--- config.mk ---
export PLATFORM = sky130hd
export DESIGN_NAME = epg_back_flat
export DESIGN_NICKNAME = d
export VERILOG_FILES = /design/src/hdl/epg_pkg.sv /design/src/hdl/epg_ifs.sv /design/src/hdl/epg_back.sv /design/src/flat_wrapper.sv
export SDC_FILE = /design/constraint.sdc
export NUM_CORES = 2
export LEC_CHECK = 0
export BUFFER_PORTS_ARGS = -buffer_cell sky130_fd_sc_hd__clkbuf_2
export CAP_MARGIN = 20
export CELL_PAD_IN_SITES_DETAIL_PLACEMENT = 0
export CELL_PAD_IN_SITES_GLOBAL_PLACEMENT = 2
export CORE_MARGIN = 3
export CORE_UTILIZATION = 34
export DETAILED_ROUTE_END_ITERATION = 6
export PLACE_DENSITY_LB_ADDON = 0.1
export SLEW_MARGIN = 20
export SYNTH_ARGS = -nofsm -noshare
export SYNTH_HDL_FRONTEND = slang
export SYNTH_SLANG_ARGS = --single-unit
--- constraint.sdc ---
create_clock -name clk -period 13.6 [get_ports clk]
set_clock_uncertainty 0.05 [all_clocks]
set_input_delay 0.68 -clock clk [delete_from_list [all_inputs] [get_ports clk]]
set_output_delay 0.68 -clock clk [all_outputs]
set_load 0.1 [all_outputs]
--- src/hdl/epg_pkg.sv ---
package epg_pkg;

	localparam int MAX_EDGES_DEF = 65536;
	localparam int TAYLOR_TERMS = 24;

	localparam logic [63:0] ONE62 = 64'h4000_0000_0000_0000;
	localparam logic [63:0] ONE32 = 64'h0000_0001_0000_0000;
	localparam logic [63:0] LN2_Q32 = 64'd2977044472;
	localparam logic [63:0] X_LIMIT = 64'd63 * LN2_Q32;
	localparam logic [63:0] INT64_MAX = 64'h7FFF_FFFF_FFFF_FFFF;
	localparam logic [63:0] INT64_MIN = 64'h8000_0000_0000_0000;
	localparam logic [63:0] ALL_ONES = 64'hFFFF_FFFF_FFFF_FFFF;
	localparam logic [16:0] W_ONE = 17'd65536;

	localparam logic [2:0] REG_DECAY = 3'd0;
	localparam logic [2:0] REG_AMP = 3'd1;
	localparam logic [2:0] REG_WEIGHT = 3'd2;
	localparam logic [2:0] REG_COUNT = 3'd3;

	localparam logic [31:0] DECAY_RST = 32'd65536;
	localparam logic [31:0] AMP_RST = 32'd65536;
	localparam logic [16:0] WEIGHT_RST = 17'd32768;
	localparam logic [16:0] COUNT_RST = 17'd0;

	// floor((2^64-1)/k) for the taylor divisors
	localparam logic [63:0] RECIP [32] = '{
		ALL_ONES,
		ALL_ONES / 64'd1, ALL_ONES / 64'd2, ALL_ONES / 64'd3, ALL_ONES / 64'd4,
		ALL_ONES / 64'd5, ALL_ONES / 64'd6, ALL_ONES / 64'd7, ALL_ONES / 64'd8,
		ALL_ONES / 64'd9, ALL_ONES / 64'd10, ALL_ONES / 64'd11, ALL_ONES / 64'd12,
		ALL_ONES / 64'd13, ALL_ONES / 64'd14, ALL_ONES / 64'd15, ALL_ONES / 64'd16,
		ALL_ONES / 64'd17, ALL_ONES / 64'd18, ALL_ONES / 64'd19, ALL_ONES / 64'd20,
		ALL_ONES / 64'd21, ALL_ONES / 64'd22, ALL_ONES / 64'd23, ALL_ONES / 64'd24,
		ALL_ONES, ALL_ONES, ALL_ONES, ALL_ONES, ALL_ONES, ALL_ONES, ALL_ONES
	};

	typedef struct packed {
		logic        func;
		logic        err;
		logic [16:0] idx;
		logic [31:0] len;
	} ent_t;

	typedef struct packed {
		logic valid;
		ent_t ent;
	} qhead_t;

	typedef struct packed {
		logic [31:0] kappa;
		logic [31:0] amp;
		logic [16:0] w;
	} cfg_t;

	typedef struct packed {
		logic        start;
		logic [63:0] a;
		logic [63:0] b;
	} mul_req_t;

	typedef struct packed {
		logic         done;
		logic [127:0] prod;
	} mul_rsp_t;

	typedef struct packed {
		logic        start;
		logic [63:0] num;
		logic [63:0] den;
	} div_req_t;

	typedef struct packed {
		logic        done;
		logic [63:0] quo;
	} div_rsp_t;

endpackage

--- src/hdl/epg_ifs.sv ---


interface epg_triplet_if;
	logic               valid;
	logic               ready;
	logic [17:0]        row;
	logic [17:0]        col;
	logic signed [63:0] value;
	logic               last;
	logic               index_error;
	modport source(output valid, row, col, value, last, index_error, input ready);
	modport sink(input valid, row, col, value, last, index_error, output ready);
endinterface


--- src/hdl/epg_back.sv ---
module epg_back (
	input  logic              clk,
	input  logic              arst_n,
	input  epg_pkg::cfg_t     cfg,
	input  epg_pkg::qhead_t   head,
	output logic              pop,
	output epg_pkg::mul_req_t mul_req,
	input  epg_pkg::mul_rsp_t mul_rsp,
	output epg_pkg::div_req_t div_req,
	input  epg_pkg::div_rsp_t div_rsp,
	epg_triplet_if.source     triplet
);
	typedef enum logic [3:0] {
		S_IDLE, S_TAU, S_SCALE, S_STAT, S_X, S_RED, S_TMUL, S_TREC,
		S_TFIX, S_D2, S_DIVA, S_DIVB, S_UP, S_LO, S_OFF, S_EMIT
	} state_t;

	state_t        state_q;
	epg_pkg::ent_t ent_q;
	logic          mpend_q, dpend_q;
	logic [63:0]   tau2_q, scale_q, xr_q, term_q, q0_q, sum_q;
	logic [63:0]   d_q, d2_q, a_q, b_q, up_q, lo_q, off_q;
	logic [5:0]    n_q;
	logic [2:0]    j_q;
	logic [4:0]    k_q;
	logic [1:0]    ecnt_q;
	logic          ov_q, olast_q, oerr_q;
	logic [17:0]   orow_q, ocol_q;
	logic [63:0]   oval_q;

	logic [16:0] w_c;
	logic [63:0] w32, omw32, den, lim, q0k, trem, qf, sum_n;
	logic [17:0] hd, tl;
	logic        mul_st, can_load;

	function automatic logic [63:0] sat_add(input logic [63:0] x, input logic [63:0] y);
		logic [64:0] s;
		s = {1'b0, x} + {1'b0, y};
		return s[64] ? epg_pkg::ALL_ONES : s[63:0];
	endfunction

	function automatic logic [63:0] sh62(input logic [127:0] p);
		return (p[127:126] != 2'd0) ? epg_pkg::ALL_ONES : p[125:62];
	endfunction

	function automatic logic [63:0] sh32(input logic [127:0] p);
		return (p[127:96] != 32'd0) ? epg_pkg::ALL_ONES : p[95:32];
	endfunction

	function automatic logic [63:0] sh16(input logic [127:0] p);
		return (p[127:80] != 48'd0) ? epg_pkg::ALL_ONES : p[79:16];
	endfunction

	function automatic logic [63:0] pos_val(input logic [63:0] m);
		return (m > epg_pkg::INT64_MAX) ? epg_pkg::INT64_MAX : m;
	endfunction

	function automatic logic [63:0] neg_val(input logic [63:0] m);
		return m[63] ? epg_pkg::INT64_MIN : 64'((~m) + 64'd1);
	endfunction

	always_comb begin
		w_c = (cfg.w > epg_pkg::W_ONE) ? epg_pkg::W_ONE : cfg.w;
		w32 = {31'd0, w_c, 16'd0};
		omw32 = epg_pkg::ONE32 - w32;
		den = epg_pkg::ONE62 - d2_q;
		hd = {ent_q.idx, 1'b0};
		tl = hd - 18'd1;
		lim = epg_pkg::LN2_Q32 << j_q;
		q0k = 64'(q0_q * 64'(k_q));
		trem = term_q - q0k;
		qf = (trem >= 64'(k_q)) ? q0_q + 64'd1 : q0_q;
		sum_n = k_q[0] ? sum_q - qf : sum_q + qf;
		can_load = !ov_q || triplet.ready;
		pop = (state_q == S_IDLE) && head.valid;

		mul_st = 1'b1;
		mul_req.a = '0;
		mul_req.b = '0;
		case (state_q)
			S_TAU: begin
				mul_req.a = {32'd0, cfg.amp};
				mul_req.b = {32'd0, cfg.amp};
			end
			S_SCALE: begin
				mul_req.a = {31'd0, cfg.kappa, 1'b0};
				mul_req.b = tau2_q;
			end
			S_STAT: begin
				mul_req.a = scale_q;
				mul_req.b = omw32;
			end
			S_X: begin
				mul_req.a = {32'd0, cfg.kappa};
				mul_req.b = {32'd0, ent_q.len};
			end
			S_TMUL: begin
				mul_req.a = term_q;
				mul_req.b = {2'd0, xr_q[31:0], 30'd0};
			end
			S_TREC: begin
				mul_req.a = term_q;
				mul_req.b = epg_pkg::RECIP[k_q];
			end
			S_D2: begin
				mul_req.a = d_q;
				mul_req.b = d_q;
			end
			S_UP: begin
				mul_req.a = scale_q;
				mul_req.b = sat_add(w32, a_q);
			end
			S_LO: begin
				mul_req.a = scale_q;
				mul_req.b = sat_add(omw32, a_q);
			end
			S_OFF: begin
				mul_req.a = scale_q;
				mul_req.b = b_q;
			end
			default: mul_st = 1'b0;
		endcase
		mul_req.start = mul_st && !mpend_q;

		div_req.start = ((state_q == S_DIVA) || (state_q == S_DIVB)) && !dpend_q;
		div_req.num = (state_q == S_DIVA) ? d2_q : d_q;
		div_req.den = den;

		triplet.valid = ov_q;
		triplet.row = orow_q;
		triplet.col = ocol_q;
		triplet.value = $signed(oval_q);
		triplet.last = olast_q;
		triplet.index_error = oerr_q;
	end

	always_ff @(posedge clk or negedge arst_n) begin
		if (!arst_n) begin
			state_q <= S_IDLE;
			ent_q <= '0;
			mpend_q <= 1'b0;
			dpend_q <= 1'b0;
			tau2_q <= '0;
			scale_q <= '0;
			xr_q <= '0;
			term_q <= '0;
			q0_q <= '0;
			sum_q <= '0;
			d_q <= '0;
			d2_q <= '0;
			a_q <= '0;
			b_q <= '0;
			up_q <= '0;
			lo_q <= '0;
			off_q <= '0;
			n_q <= '0;
			j_q <= '0;
			k_q <= '0;
			ecnt_q <= '0;
			ov_q <= 1'b0;
			orow_q <= '0;
			ocol_q <= '0;
			oval_q <= '0;
			olast_q <= 1'b0;
			oerr_q <= 1'b0;
		end else begin
			if (triplet.ready) begin
				ov_q <= 1'b0;
			end
			if (mul_req.start) begin
				mpend_q <= 1'b1;
			end
			if (div_req.start) begin
				dpend_q <= 1'b1;
			end
			if (mul_rsp.done) begin
				mpend_q <= 1'b0;
			end
			if (div_rsp.done) begin
				dpend_q <= 1'b0;
			end
			case (state_q)
				S_IDLE: begin
					if (head.valid) begin
						ent_q <= head.ent;
						ecnt_q <= '0;
						state_q <= head.ent.err ? S_EMIT : S_TAU;
					end
				end
				S_TAU: begin
					if (mul_rsp.done) begin
						tau2_q <= mul_rsp.prod[63:0];
						state_q <= S_SCALE;
					end
				end
				S_SCALE: begin
					if (mul_rsp.done) begin
						scale_q <= sh16(mul_rsp.prod);
						state_q <= ent_q.func ? S_STAT : S_X;
					end
				end
				S_STAT: begin
					if (mul_rsp.done) begin
						up_q <= pos_val(sh32(mul_rsp.prod));
						state_q <= S_EMIT;
					end
				end
				S_X: begin
					if (mul_rsp.done) begin
						xr_q <= mul_rsp.prod[63:0];
						n_q <= '0;
						j_q <= 3'd5;
						if (mul_rsp.prod[63:0] >= epg_pkg::X_LIMIT) begin
							d_q <= '0;
							state_q <= S_D2;
						end else begin
							state_q <= S_RED;
						end
					end
				end
				S_RED: begin
					if (xr_q >= lim) begin
						xr_q <= xr_q - lim;
						n_q[j_q] <= 1'b1;
					end
					j_q <= j_q - 3'd1;
					if (j_q == 3'd0) begin
						term_q <= epg_pkg::ONE62;
						sum_q <= epg_pkg::ONE62;
						k_q <= 5'd1;
						state_q <= S_TMUL;
					end
				end
				S_TMUL: begin
					if (mul_rsp.done) begin
						term_q <= sh62(mul_rsp.prod);
						state_q <= S_TREC;
					end
				end
				S_TREC: begin
					if (mul_rsp.done) begin
						q0_q <= mul_rsp.prod[127:64];
						state_q <= S_TFIX;
					end
				end
				S_TFIX: begin
					term_q <= qf;
					sum_q <= sum_n;
					k_q <= k_q + 5'd1;
					if (k_q == 5'(epg_pkg::TAYLOR_TERMS)) begin
						d_q <= sum_n >> n_q;
						state_q <= S_D2;
					end else begin
						state_q <= S_TMUL;
					end
				end
				S_D2: begin
					if (mul_rsp.done) begin
						d2_q <= sh62(mul_rsp.prod);
						state_q <= S_DIVA;
					end
				end
				S_DIVA: begin
					if (div_rsp.done) begin
						a_q <= div_rsp.quo;
						state_q <= S_DIVB;
					end
				end
				S_DIVB: begin
					if (div_rsp.done) begin
						b_q <= div_rsp.quo;
						state_q <= S_UP;
					end
				end
				S_UP: begin
					if (mul_rsp.done) begin
						up_q <= pos_val(sh32(mul_rsp.prod));
						state_q <= S_LO;
					end
				end
				S_LO: begin
					if (mul_rsp.done) begin
						lo_q <= pos_val(sh32(mul_rsp.prod));
						state_q <= S_OFF;
					end
				end
				S_OFF: begin
					if (mul_rsp.done) begin
						off_q <= neg_val(sh32(mul_rsp.prod));
						state_q <= S_EMIT;
					end
				end
				S_EMIT: begin
					if (can_load) begin
						ov_q <= 1'b1;
						oerr_q <= ent_q.err;
						ecnt_q <= ecnt_q + 2'd1;
						if (ent_q.err) begin
							orow_q <= '0;
							ocol_q <= '0;
							oval_q <= '0;
							olast_q <= 1'b1;
							state_q <= S_IDLE;
						end else if (ent_q.func) begin
							orow_q <= tl;
							ocol_q <= tl;
							oval_q <= up_q;
							olast_q <= 1'b1;
							state_q <= S_IDLE;
						end else begin
							case (ecnt_q)
								2'd0: begin
									orow_q <= tl;
									ocol_q <= tl;
									oval_q <= up_q;
									olast_q <= 1'b0;
								end
								2'd1: begin
									orow_q <= hd;
									ocol_q <= hd;
									oval_q <= lo_q;
									olast_q <= 1'b0;
								end
								2'd2: begin
									orow_q <= tl;
									ocol_q <= hd;
									oval_q <= off_q;
									olast_q <= 1'b0;
								end
								default: begin
									orow_q <= hd;
									ocol_q <= tl;
									oval_q <= off_q;
									olast_q <= 1'b1;
									state_q <= S_IDLE;
								end
							endcase
						end
					end
				end
				default: state_q <= S_IDLE;
			endcase
		end
	end

	a_mul_pend: assert property (@(posedge clk) disable iff (!arst_n)
		mul_rsp.done |-> mpend_q)
		else $error("multiplier result without a pending request");

	a_div_pend: assert property (@(posedge clk) disable iff (!arst_n)
		div_rsp.done |-> dpend_q)
		else $error("divider result without a pending request");

	a_red_range: assert property (@(posedge clk) disable iff (!arst_n)
		(state_q == S_TMUL) |-> (xr_q < epg_pkg::LN2_Q32))
		else $error("range reduction left a remainder above ln2");

	a_err_zero: assert property (@(posedge clk) disable iff (!arst_n)
		(ov_q && oerr_q) |-> (oval_q == 64'd0) && olast_q && (orow_q == 18'd0))
		else $error("index error result not cleared");

endmodule
--- src/flat_wrapper.sv ---
// flat-port wrapper written by rule: the top's interface ports become plain ports
module epg_back_flat 
  (clk, arst_n, cfg, head, pop, mul_req, mul_rsp, div_req, div_rsp, triplet_valid, triplet_row, triplet_col, triplet_value, triplet_last, triplet_index_error, triplet_ready);
  epg_triplet_if triplet_i ();
  input  logic clk;
  input  logic arst_n;
  input  epg_pkg::cfg_t cfg;
  input  epg_pkg::qhead_t head;
  output logic pop;
  output epg_pkg::mul_req_t mul_req;
  input  epg_pkg::mul_rsp_t mul_rsp;
  output epg_pkg::div_req_t div_req;
  input  epg_pkg::div_rsp_t div_rsp;
  output wire logic [$bits(triplet_i.valid)-1:0] triplet_valid;
  output wire logic [$bits(triplet_i.row)-1:0] triplet_row;
  output wire logic [$bits(triplet_i.col)-1:0] triplet_col;
  output wire logic [$bits(triplet_i.value)-1:0] triplet_value;
  output wire logic [$bits(triplet_i.last)-1:0] triplet_last;
  output wire logic [$bits(triplet_i.index_error)-1:0] triplet_index_error;
  input wire logic [$bits(triplet_i.ready)-1:0] triplet_ready;
  assign triplet_valid = triplet_i.valid;
  assign triplet_row = triplet_i.row;
  assign triplet_col = triplet_i.col;
  assign triplet_value = triplet_i.value;
  assign triplet_last = triplet_i.last;
  assign triplet_index_error = triplet_i.index_error;
  assign triplet_i.ready = triplet_ready;
  epg_back u_core (.clk(clk), .arst_n(arst_n), .cfg(cfg), .head(head), .pop(pop), .mul_req(mul_req), .mul_rsp(mul_rsp), .div_req(div_req), .div_rsp(div_rsp), .triplet(triplet_i));
endmodule
# Word level (Yosys, flattened, before mapping)
# Memory sizes are Yosys's and may differ from the RTL's.
# Cells that the tools add are included.
# word_totals
wordCells,220
regBits,1008
mem_count,1
romBits,2048
# mem_list
name,depth,width,rd,rd_clocked_by_memory_dff,wr,line,rtl
(no name shown),32,64,1,0,0,epg_back.sv:103,mul_req.b = epg_pkg::RECIP[k_q];
# classes
shift,2
n_mul,1
n_mux,79
eq_ne,36
n_lt_le_gt_ge,8
reduce_logical,46
addsub,14
n_bitwise,3
# ops
cell,count
2-to-1 mux 64 bit,21
case mux 128 bit (10 select lines),1
case mux 64 bit (2 select lines),4
case mux 64 bit (3 select lines),1
subtractor 64 bit,3
adder 64 x 1 -> 64 bit (second input constant),2
2-to-1 mux 18 bit,6
2-to-1 mux 4 bit,20
adder 33 x 64 -> 65 bit,1
adder 64 x 64 -> 65 bit,1
adder 64 bit,1
>= comparator 64 x 38 -> 1 bit (second input constant),1
>= comparator 64 x 5 -> 1 bit,1
>= comparator 64 bit,1
> comparator 64 x 63 -> 1 bit (second input constant),1
multiplier 64 x 5 -> 64 bit,1
inverter 64 bit,1
left shift 32 x 3 -> 64 bit (first input constant),1
right shift 64 x 6 -> 64 bit,1
subtractor 63 x 64 -> 64 bit (first input constant),1
case mux 4 bit (15 select lines),1
nonzero test 48 bit,1
subtractor 33 x 33 -> 34 bit (first input constant),1
== test 4 bit (second input constant),8
other kinds (46),108

# Longest topological paths before layout
# depth
depth_word,9
depth_mapped,60
ltp_nobuf,50

# Least setup slack after synthesis
# Ideal clock, no wire load.
# synth_timing
path_kind,register to register
start,register u_core.k_q[0]
end,register u_core.d_q[3]
path_stages_with_launch,56
arrival_time_ns,12.530
setup_time_ns,0.077
path_slack_ns,0.943
t_required_ns,13.473
cell_sequence,dfrtp_1 > clkbuf_1 > clkbuf_1 > clkbuf_1 > clkbuf_1 > buf_1 > nand2_1 > fa_1 > fa_1 > inv_1 > fa_1 > inv_1 > ha_1 > buf_2 > nand4_1 > nor4_1 > nand4_1 > or4_4 > [... 20 more ...] > a31oi_1 > or2_2 > o31ai_1 > a21oi_1 > o21ai_0 > a21boi_0 > o21ai_0 > a21oi_1 > o41ai_1 > o21ai_0 > nor3_1 > a311o_1 > mux2i_1 > mux2_2 > mux2i_1 > inv_1 > mux4_2 > o21ai_1
# synth_between
elab_chain_len,9
# synth_rtl
item,line,rtl
"start, declared",epg_back.sv:25,logic [4:0] k_q;
"start signal, assigned",epg_back.sv:249,k_q <= k_q + 5'd1;
multiplier 64 x 5 -> 64 bit,epg_back.sv:70,q0k = 64'(q0_q * 64'(k_q));
subtractor 64 bit,epg_back.sv:71,trem = term_q - q0k;
>= comparator 64 x 5 -> 1 bit,epg_back.sv:72,qf = (trem >= 64'(k_q)) ? q0_q + 64'd1 : q0_q;
2-to-1 mux 64 bit,epg_back.sv:72,
adder 64 bit / subtractor 64 bit (equally long branches),epg_back.sv:73,sum_n = k_q[0] ? sum_q - qf : sum_q + qf;
2-to-1 mux 64 bit,epg_back.sv:73,
right shift 64 x 6 -> 64 bit,epg_back.sv:251,d_q <= sum_n >> n_q;
2-to-1 mux 64 bit,epg_back.sv:250,if (k_q == 5'(epg_pkg::TAYLOR_TERMS)) begin
case mux 64 bit (2 select lines),epg_back.sv:182,case (state_q)
"end signal, assigned",epg_back.sv:251,
"end, declared",epg_back.sv:22,"logic [63:0] d_q, d2_q, a_q, b_q, up_q, lo_q, off_q;"
# Parallel ways exist; a longest one is shown, timed or not. The select of a mux whose other input is x is not followed.
# A chain may end at the register's enable or synchronous reset.

# Worst setup path in the final report
# layout_timing
start,register u_core.k_q[4]
end,register u_core.d_q[4]
# The elaborated chain is that of the path after synthesis.

==> flow_summary_export.csv <==
group,metric,value,unit
global_route,grt_pass1_vias,76600,
routing,num_vias,80400,
timing,rsz0062_at_grt,"false",
routing,final_antenna_net_count,0,
yosys,synthFlopType,"dfrtp_1",
die,fp.coreArea,0.231,mm2
finish,fill_cells,23700,
worst_setup_path,path_class,"flip-flop to flip-flop",
worst_setup_path,crit_path_frequent_cell,"buf_4",
clocking,htreeDepth,4,
finish,syn2layout_area_growth,19.7,%
outcome,status,"complete, but fails checks",
worst_setup_path,end_kind,"flip-flop",
routing,routed-wl-met3,35600,um
place,port_buffers,691,
clocking,cts_tree,"yes",
run,maxCapViolCount,0,
clocking,numCtsBuffers,135,
hold_path,whs_path_depth,2,
timing,fmax,0.0761,GHz
routing,via_per_inst,6.02,
worst_setup_path,critical_path_required,14210,ps
routing,drt-met1-wl,190000,um
routing,wirelength,435000,um
yosys,syn_area,0.0791,mm2
finish,layout-drive-gt1-share,21.6,%
global_route,grt_first_pass_wirelength,603000,um
timing,finalCritPeriodShare,96.6,%
worst_setup_path,crit_path_max_incr_delay,550,ps
finish,fin_nets,11000,
die,die_area,0.239,mm2
outcome,violations,"design-rule violations",
finish,ff_latch_area,0.0252,mm2
finish,final_area,0.0947,mm2
place,placed_area,0.0891,mm2
global_route,grt_max_degree,152,
routing,avgRoutedWirePerCell,32.6,um
worst_setup_path,crit_fanout,11,
die,rows,176,
timing,hold_viol_final,0,
clocking,ctsLongestPathBuffers,3,
yosys,synth_edf_count,0,
routing,drt_iter0_drc,9963,
routing,drc,32,
place,place_congestion,0.995,
yosys,avgSynthCellArea,8.49,um2
global_route,overflow,0,
routing,met2_length,183000,um
yosys,ys_warn_count,0,
global_route,track_usage,35.3,%
yosys,ys_async_sr_fraction,100,%
worst_setup_path,critPathLaunchType,"flip-flop",
global_route,antenna_found_initial,47,
clocking,cts_num_sinks,1008,
yosys,ys_seq_area_share,31.9,%
timing,slew_viol_final,0,
die,initial_utilization,34.3,%
die,chipWidth,488,um
yosys,synth-seq-cells,1008,
routing,drt-pass1-iter-count,7,
routing,routed.top_layer,"met5",
die,ioPinCount,692,
worst_setup_path,worstPathArrival,13750,ps
yosys,syn_inst,9315,
timing,fin_crit,13130,ps
finish,mostFrequentLayoutCell,"nand2_1",
hold_path,hp-class,"input port to flip-flop",
timing,relSlewSlack,18.3,%
finish,final_util,41.0,%
clocking,cts.reportedPaths.clkPinSlew,60,ps
place,hpwlAfterDp,339000,um
timing,worstMarginPinSlew,1220,ps
finish,final_cell_mix,"nand2_1, dfrtp_1, nor2_1",
yosys,synth_cell_type_count,130,
finish,multi_input_area,0.0502,mm2
clocking,clock_latency,840,ps
worst_setup_path,r2r_cells,52,
worst_setup_path,slowest_stage,"fa_1",
timing,setup_viol_count_final,0,
clocking,root_buffer,"clkbuf_16",
die,die_h,488,um
==> logic make-up (layout without fill, tap and decap cells) <==
family	count (synthesis)	count (layout)	synth area share, %
AO/OA/AOI/OAI	2569	2569	21.5
XOR/XNOR	469	469	5.28
adder cells (fa/ha/maj)	499	499	10.2
buffers and inverters	1113	2074	5.43
flip-flops	1008	1008	31.9
multiplexers	510	510	7.43
other	1	61	0.00474
AND/OR/NAND/NOR	3146	3146	18.2
==> state kept, by name, indices dropped and copies added, names as in the netlist, 2 cells and up <==
signal and count:
u_core.a_q 64, u_core.b_q 64, u_core.d2_q 64, u_core.d_q 64
u_core.ecnt_q 2, u_core.ent_q 51, u_core.j_q 3, u_core.k_q 5
u_core.lo_q 64, u_core.n_q 6, u_core.off_q 64, u_core.q0_q 64
u_core.scale_q 64, u_core.state_q 4, u_core.sum_q 64, u_core.tau2_q 64
u_core.term_q 64, u_core.triplet.col 18, u_core.triplet.row 18, u_core.triplet.value 64
u_core.up_q 64, u_core.xr_q 64
==> stage by stage <==
| stage | setup TNS [ps] | instances | worst slack (ps) | hold WS, ps |
|---|---|---|---|---|
| final | 0 | 13400 | 466 | 65.5 |
| after global routing | 0 | 13300 | 12.7 | 43.9 |
| after CTS | 0 | 13300 | 65.3 | 3.37 |
| after detailed placement | -9230 | 13000 | -316 | 418 |
| after global placement | -9710 | 13000 | -315 | 411 |
| after floorplan | 0 | 9345 | 943 | 334 |
==> cell usage after synthesis, types with 32 or more instances <==
cell type / number / area, um2
or4_1: 32 / 240
dfrtp_1: 1008 / 25200
o31ai_1: 45 / 338
mux2i_1: 82 / 821
nand3_1: 220 / 1100
nor4_1: 71 / 444
nor2b_1: 47 / 294
or2_2: 40 / 250
a22o_1: 62 / 543
a21oi_1: 619 / 3100
a211oi_1: 48 / 360
nand2_1: 1199 / 4500
a31oi_1: 73 / 457
o22a_1: 74 / 648
a222oi_1: 78 / 781
o21bai_1: 46 / 345
o21a_1: 91 / 683
o221ai_1: 64 / 561
nor3_1: 166 / 831
xnor2_1: 253 / 2220
o211ai_1: 59 / 443
and3_1: 85 / 532
or3_1: 51 / 319
inv_1: 448 / 1680
a221oi_1: 39 / 342
nand4_1: 122 / 763
o22ai_1: 37 / 231
fa_1: 242 / 4840
o21ai_0: 642 / 3210
nor2_1: 846 / 3180
mux2_2: 405 / 4560
a22oi_1: 191 / 1430
xor2_1: 207 / 1810
clkbuf_1: 563 / 2110
buf_1: 55 / 206
nand2b_1: 48 / 300
and2_1: 106 / 663
ha_1: 257 / 3220
a21o_1: 91 / 683
==> layer usage <==
layer / up-vias / GRT usage (%)
met4: 14 / 17.8
met2: 3832 / 51.2
met3: 703 / 6.74
li1: 35000 / -
met5: - / 0
met1: 40800 / 49.7
==> what timing repair did <==
action,in CTS,in global routing
pin swaps,0,3
hold buffers,30,0
gates resized for setup,6,53
setup buffers,2,9
endpoints found under the setup margin,63,63
endpoints found under the hold margin,95,0
==> worst max-delay path: cells and delay by family (launching register included) <==
kind,cells,cell delay [ps]
and+or+nand+nor,17,4540
AOI/OAI and AO/OA,14,3120
adders and majority gates,5,2170
buffers and inverters,14,2070
DFF,1,510
xor gates and xnor gates,1,380
muxes,1,120
==> final timing paths <==
path,slack (ps),start,endpoint
worst max-delay path,470,u_core.k_q[4]$_DFFE_PN0P_,u_core.d_q[4]$_DFFE_PN0P_
worst min-delay path,70,div_rsp[22],u_core.b_q[22]$_DFFE_PN0P_
worst max register to register,470,u_core.k_q[4]$_DFFE_PN0P_,u_core.d_q[4]$_DFFE_PN0P_
worst min register to register,430,u_core.triplet.value[44]$_DFFE_PN0P_,u_core.triplet.value[44]$_DFFE_PN0P_
max in group asynchronous,10460,arst_n,u_core.ent_q[20]$_DFFE_PN0P_
min in group asynchronous,470,arst_n,u_core.d2_q[40]$_DFFE_PN0P_
==> cell type report <==
cell class	instances	area share (%)
multi-input combinational	7224	53.0
sequential	1008	26.7
timing repair buffer	1377	9.41
clock buffer	190	4.12
tap	3026	4.00
inverter	451	1.79
clock inverter	56	0.914
antenna	30	0.0793
Power is left out: the tool's default activity adds up to more than one toggle a clock period on the data nets, which glitch-free logic cannot reach.
